==> src/hw/rtl/hsli_pkg.sv <==
package hsli_pkg;

  localparam int unsigned MaxPoints = 256;
  localparam int unsigned IdxW      = 8;
  localparam int unsigned CntW      = 9;
  localparam int unsigned StepW     = 9;
  localparam int unsigned TimeW     = 32;
  localparam int unsigned ValW      = 32;
  localparam int unsigned FracBits  = 16;
  localparam int unsigned OpW       = 2;
  localparam int unsigned StatW     = 2;

  localparam logic [OpW-1:0] OpLoad  = 2'd0;
  localparam logic [OpW-1:0] OpQuery = 2'd1;
  localparam logic [OpW-1:0] OpClear = 2'd2;
  localparam logic [OpW-1:0] OpSpare = 2'd3;

  localparam logic [StatW-1:0] StatOk    = 2'd0;
  localparam logic [StatW-1:0] StatEmpty = 2'd1;
  localparam logic [StatW-1:0] StatFull  = 2'd2;
  localparam logic [StatW-1:0] StatBelow = 2'd3;

endpackage

==> src/hw/rtl/hsli_div.sv <==
module hsli_div (
  input  logic                        clk_i,
  input  logic                        rst_ni,
  input  logic                        start_i,
  input  logic [hsli_pkg::TimeW-1:0]  off_i,
  input  logic [hsli_pkg::TimeW-1:0]  span_i,
  output logic                        done_o,
  output logic [hsli_pkg::FracBits-1:0] quot_o
);

  localparam int unsigned CntBits = $clog2(hsli_pkg::FracBits + 1);

  logic                          busy_q, busy_d;
  logic [CntBits-1:0]            cnt_q, cnt_d;
  logic [hsli_pkg::TimeW-1:0]    rem_q, rem_d;
  logic [hsli_pkg::TimeW-1:0]    span_q, span_d;
  logic [hsli_pkg::FracBits-1:0] quot_q, quot_d;
  logic [hsli_pkg::TimeW:0]      rem2;
  logic                          done_q, done_d;

  // One quotient bit per cycle, restoring; remainder stays below span.
  always_comb begin
    busy_d = busy_q;
    cnt_d  = cnt_q;
    rem_d  = rem_q;
    span_d = span_q;
    quot_d = quot_q;
    done_d = 1'b0;
    rem2   = {rem_q, 1'b0};
    if (start_i) begin
      busy_d = 1'b1;
      cnt_d  = CntBits'(hsli_pkg::FracBits);
      rem_d  = off_i;
      span_d = span_i;
      quot_d = '0;
    end else if (busy_q) begin
      if (rem2 >= {1'b0, span_q}) begin
        rem_d  = hsli_pkg::TimeW'(rem2 - {1'b0, span_q});
        quot_d = {quot_q[hsli_pkg::FracBits-2:0], 1'b1};
      end else begin
        rem_d  = rem2[hsli_pkg::TimeW-1:0];
        quot_d = {quot_q[hsli_pkg::FracBits-2:0], 1'b0};
      end
      cnt_d = cnt_q - 1'b1;
      if (cnt_q == CntBits'(1)) begin
        busy_d = 1'b0;
        done_d = 1'b1;
      end
    end
  end

  always_ff @(posedge clk_i or negedge rst_ni) begin
    if (!rst_ni) begin
      busy_q <= 1'b0;
      cnt_q  <= '0;
      done_q <= 1'b0;
    end else begin
      busy_q <= busy_d;
      cnt_q  <= cnt_d;
      done_q <= done_d;
    end
  end

  always_ff @(posedge clk_i) begin
    rem_q  <= rem_d;
    span_q <= span_d;
    quot_q <= quot_d;
  end

  assign done_o = done_q;
  assign quot_o = quot_q;

endmodule

==> config.mk <==
export PLATFORM = sky130hd
export DESIGN_NAME = hsli_div
export DESIGN_NICKNAME = d
export VERILOG_FILES = /design/src/hw/rtl/hsli_pkg.sv /design/src/hw/rtl/hsli_div.sv
export SDC_FILE = /design/constraint.sdc
export NUM_CORES = 1
export LEC_CHECK = 0
export ABC_AREA = 1
export CAP_MARGIN = 20
export CORE_ASPECT_RATIO = 1.2
export CORE_MARGIN = 2
export CORE_UTILIZATION = 65
export DETAILED_ROUTE_END_ITERATION = 8
export DONT_BUFFER_PORTS = 1
export PLACE_DENSITY = 0.81
export SLEW_MARGIN = 30
export SYNTH_ARGS = -nofsm -noshare
export SYNTH_HDL_FRONTEND = slang
export SYNTH_SLANG_ARGS = --single-unit
==> constraint.sdc <==
create_clock -name clk_i -period 2.6 [get_ports clk_i]
set_input_delay 0.26 -clock clk_i [delete_from_list [all_inputs] [get_ports clk_i]]
set_output_delay 0.26 -clock clk_i [all_outputs]
set_load 0.05 [all_outputs]
==> metrics.md <==
| Metric | Value |
|---|---|
| Peak supply drop | 0.000689 V |
| CTS tree | built |
| Cells along the critical path | ha_1, nand2_1, nand2_1, nand2_1, nand2_1, a21oi_1, nand2_1, nor2_4, buf_12, nand3_1, nand2_1, clkinv_1, nand2_1, nand2_1 |
| Power density normalized to cell area | 1160 nW/um2 |
| Die outline width | 93.8 um |
| Quantity of I/O buffers inserted on ports | 0 |
| Initial DRC Count | 259 |
| Cell type contributing the most total cell area after synthesis | sky130_fd_sc_hd__edfxtp_1 |
| Synthesized instance count | 904 |
| Remaining antenna violation count after routing | 0 |
| Drt pass-1 iters | 4 |
| Biggest cell delay along the critical path | 400 ps |
| Mean routed wirelength per cell | 15.7 um |
| Core Box Area | 9470 um2 |
| Warnings, synthesis | 0 |
| Maximum number of pins on one net before global-route repair | 68 |
| Number of placement rows | 39 |
| Post-synthesis cell type count | 34 |
| Antenna Diode Count | 0 |
| Clock latency at the later pin of the worst-skew pair | 350 ps |
| Capturing element type of the critical path | register |
| Met1 routing resource usage after global routing | 38.9% |
| Remaining global-route overflow | 0 |
| Routed vias/inst | 5.42 |
| Via count | 5,651 |
| Category of the most critical setup path | register to register |
| GP Congestion | 0.952 |
| Data arrival at the endpoint of the critical path | 2570 ps |
| Maxcap violations | 0 |
| Cell area after synthesis | 6280 um2 |
| Met3 global-route usage | 5.55% |
| Height of the die | 112 um |
| Met2 layer usage reported by global route | 53.7% |
| Syn_area_per_cell | 6.95 um2 |
| Max transition margin | 64.9% |
| Level count of the clock H-tree | 3 |
| CP Launch Type | register |
| Highest achievable clock rate | 405 MHz |
| Number of nets produced by synthesis | 1,006 |
| Reg clk slew, reported paths | 70 ps |
| CTS Sinks | 87 |
| Top area cells in the synthesized netlist | sky130_fd_sc_hd__edfxtp_1 31%, sky130_fd_sc_hd__nand2_1 20%, sky130_fd_sc_hd__inv_1 11% |
| Number of buffer and inverter stages on the critical path | 2 |
| DRC | 0 |
| CTS Root Buffer Type | sky130_fd_sc_hd__clkbuf_16 |
| Family with the most delay on the worst path | simple AND/OR/NAND/NOR gates |
| Number of antenna violations at the first check in global routing | 0 |
| Slowest-stage cell, CP | sky130_fd_sc_hd__edfxtp_1 |
| RSZ-0062 raised after global routing | true |
| Min Clock Period, post-route | 2470 ps |
| Data required time of the critical path | 2710 ps |
| CTS Buffer Depth | 2 |
| Number of fill cells in the layout | 769 |
| Number of storage elements in the synthesis netlist | 87 |
| Signed area change from the synthesized netlist to the final layout | 9.06% |
| Cts bufs inserted | 9 |
| Tightest Hold Check Type | input port to register |
| Proportion of layout cells with a drive suffix above 1 | 5.76% |
| Maximum clock skew at final layout | 14.2 ps |
| Post-route core utilization | 72.4% |
| DP Wirelength | 12.1 mm |
| Number of max-slew violations in the final report | 0 |
| Area of the die | 10,500 um2 |
| Largest driver fanout on the critical path | 16 |
| Total wire length | 16.3 mm |
| Overall power | 7960 uW |
| Number of nets at the end of the flow | 1,017 |
| Run status | finished, final reports clean |
| Post-Place Worst Slack | 6.04 ps |
| Number of global-route vias before repair | 5,568 |
| Worst Tran Pin Value | 527 ps |
| Number of I/O pins | 84 |
| Fraction of synthesized cell area taken by the top area cell type | 30.6% |
| First-pass GRT wire length | 25.9 mm |
| Final design instance area without fill | 6850 um2 |
| Post-Place Cell Area | 6390 um2 |
| Share of synthesized area occupied by flip-flops and latches | 38.5% |
| Standby leakage power | 0.00361 uW |
| Number of failing hold endpoints at the final stage | 0 |
| Effective utilization at floorplan | 66.4% |
| Summed negative setup slack over all endpoints | 0 ps |
| Final setup viols | 0 |
| Cell repeated most along the worst path | sky130_fd_sc_hd__nand2_1 |
| Post-route worst setup slack | 133 ps |
| Global-route usage over all layers | 31.2% |
| Fraction of the cycle the final worst path needs | 94.9% |
| Busiest grt layer | met2 |
Yosys cell counts, drive strengths merged:
master / instances
ha: 34
fa: 1
nand3b: 25
o21a: 2
a21oi: 19
dfxtp: 16
nor4: 1
clkbuf: 5
nand3: 73
xor2: 1
inv: 184
nand2: 346
and2: 6
xnor2: 13
nor2: 54
dfrtp: 7
or2: 1
clkinv: 4
o21bai: 2
buf: 13
nand4: 10
o21ai: 7
edfxtp: 64
nor3: 1
o22ai: 15
final timing paths:
kind / start / to / slack, ps / depth (start not counted)
max: rem_q[25] / rem_q[27] / 130 / 14
min: span_i[14] / span_q[14] / 10 / 0
max reg2reg: rem_q[25] / rem_q[27] / 130 / 14
min reg2reg: cnt_q[3] / cnt_q[3] / 490 / 1
max in group asynchronous: rst_ni / cnt_q[4] / 2110 / 1
min in group asynchronous: rst_ni / cnt_q[0] / 240 / 1
logic make-up after synthesis:
| kind of cell | Yosys count | share of synthesized area [%] |
|---|---|---|
| adders and majority gates | 35 | 7.09 |
| buffers and inverters | 206 | 13.0 |
| and+or+nand+nor | 517 | 35.5 |
| AOI/OAI and AO/OA | 45 | 4.04 |
| xor gates and xnor gates | 14 | 1.95 |
| DFF | 87 | 38.5 |
layer usage:
layer / vias to the layer above / part of all wire [%]
li1: 2828 / -
met2: 204 / 50
met3: 34 / 6.0
met1: 2585 / 41
met5: - / 0
met4: 0 / 3.3
layout make-up:
cell class	count	area (um2)	area share (%)
tap	123	154	2.25
inverter	188	706	10.3
multi-input combinational	611	3090	45.0
clock buffer	9	225	3.29
sequential	87	2420	35.3
timing repair buffer	18	191	2.79
clock inverter	7	73.8	1.08
power breakdown:
part,total (uW),switching [uW],internal [uW]
sequential,2140,236,1900
clock,1290,612,681
combinational,4530,2880,1650
total,7960,3730,4230
what timing repair did:
item,4_1_cts,5_1_grt
hold buffers,1,8
endpoints found under the setup margin,0,31
endpoints found under the hold margin,7,8
buffers inserted,0,0
resized for setup,0,11
placed cells by master, fill, tap and decap left out, drive strengths merged:
cell         instances
clkbuf              10
o21a                 2
or2                  1
inv                188
a21oi               19
nand3               73
dlygate4sd3          9
nand4               10
nor3                 1
nand2              346
buf                  8
edfxtp              64
o21bai               2
o22ai               15
o21ai                7
dfxtp               16
nor4                 1
fa                   1
xnor2               13
dfrtp                7
xor2                 1
nor2                54
and2                 6
clkinv               7
ha                  34
nand3b              25
sequential cells by signal (all words and copies together), names as in the netlist:
signal / flops
cnt_q: 5
busy_q: 1
span_q: 32
done_o: 1
quot_o: 16
rem_q: 32
per-stage QoR:
stage | instances | hold slack [ps]
after global placement | 1017 | -35.4
after detailed placement | 1017 | -35.4
final | 1043 | 9.92
after global routing | 1043 | 2.85
after floorplan | 904 | -35.6
after CTS | 1034 | 2.87
(Power assumes the default switching activity.)
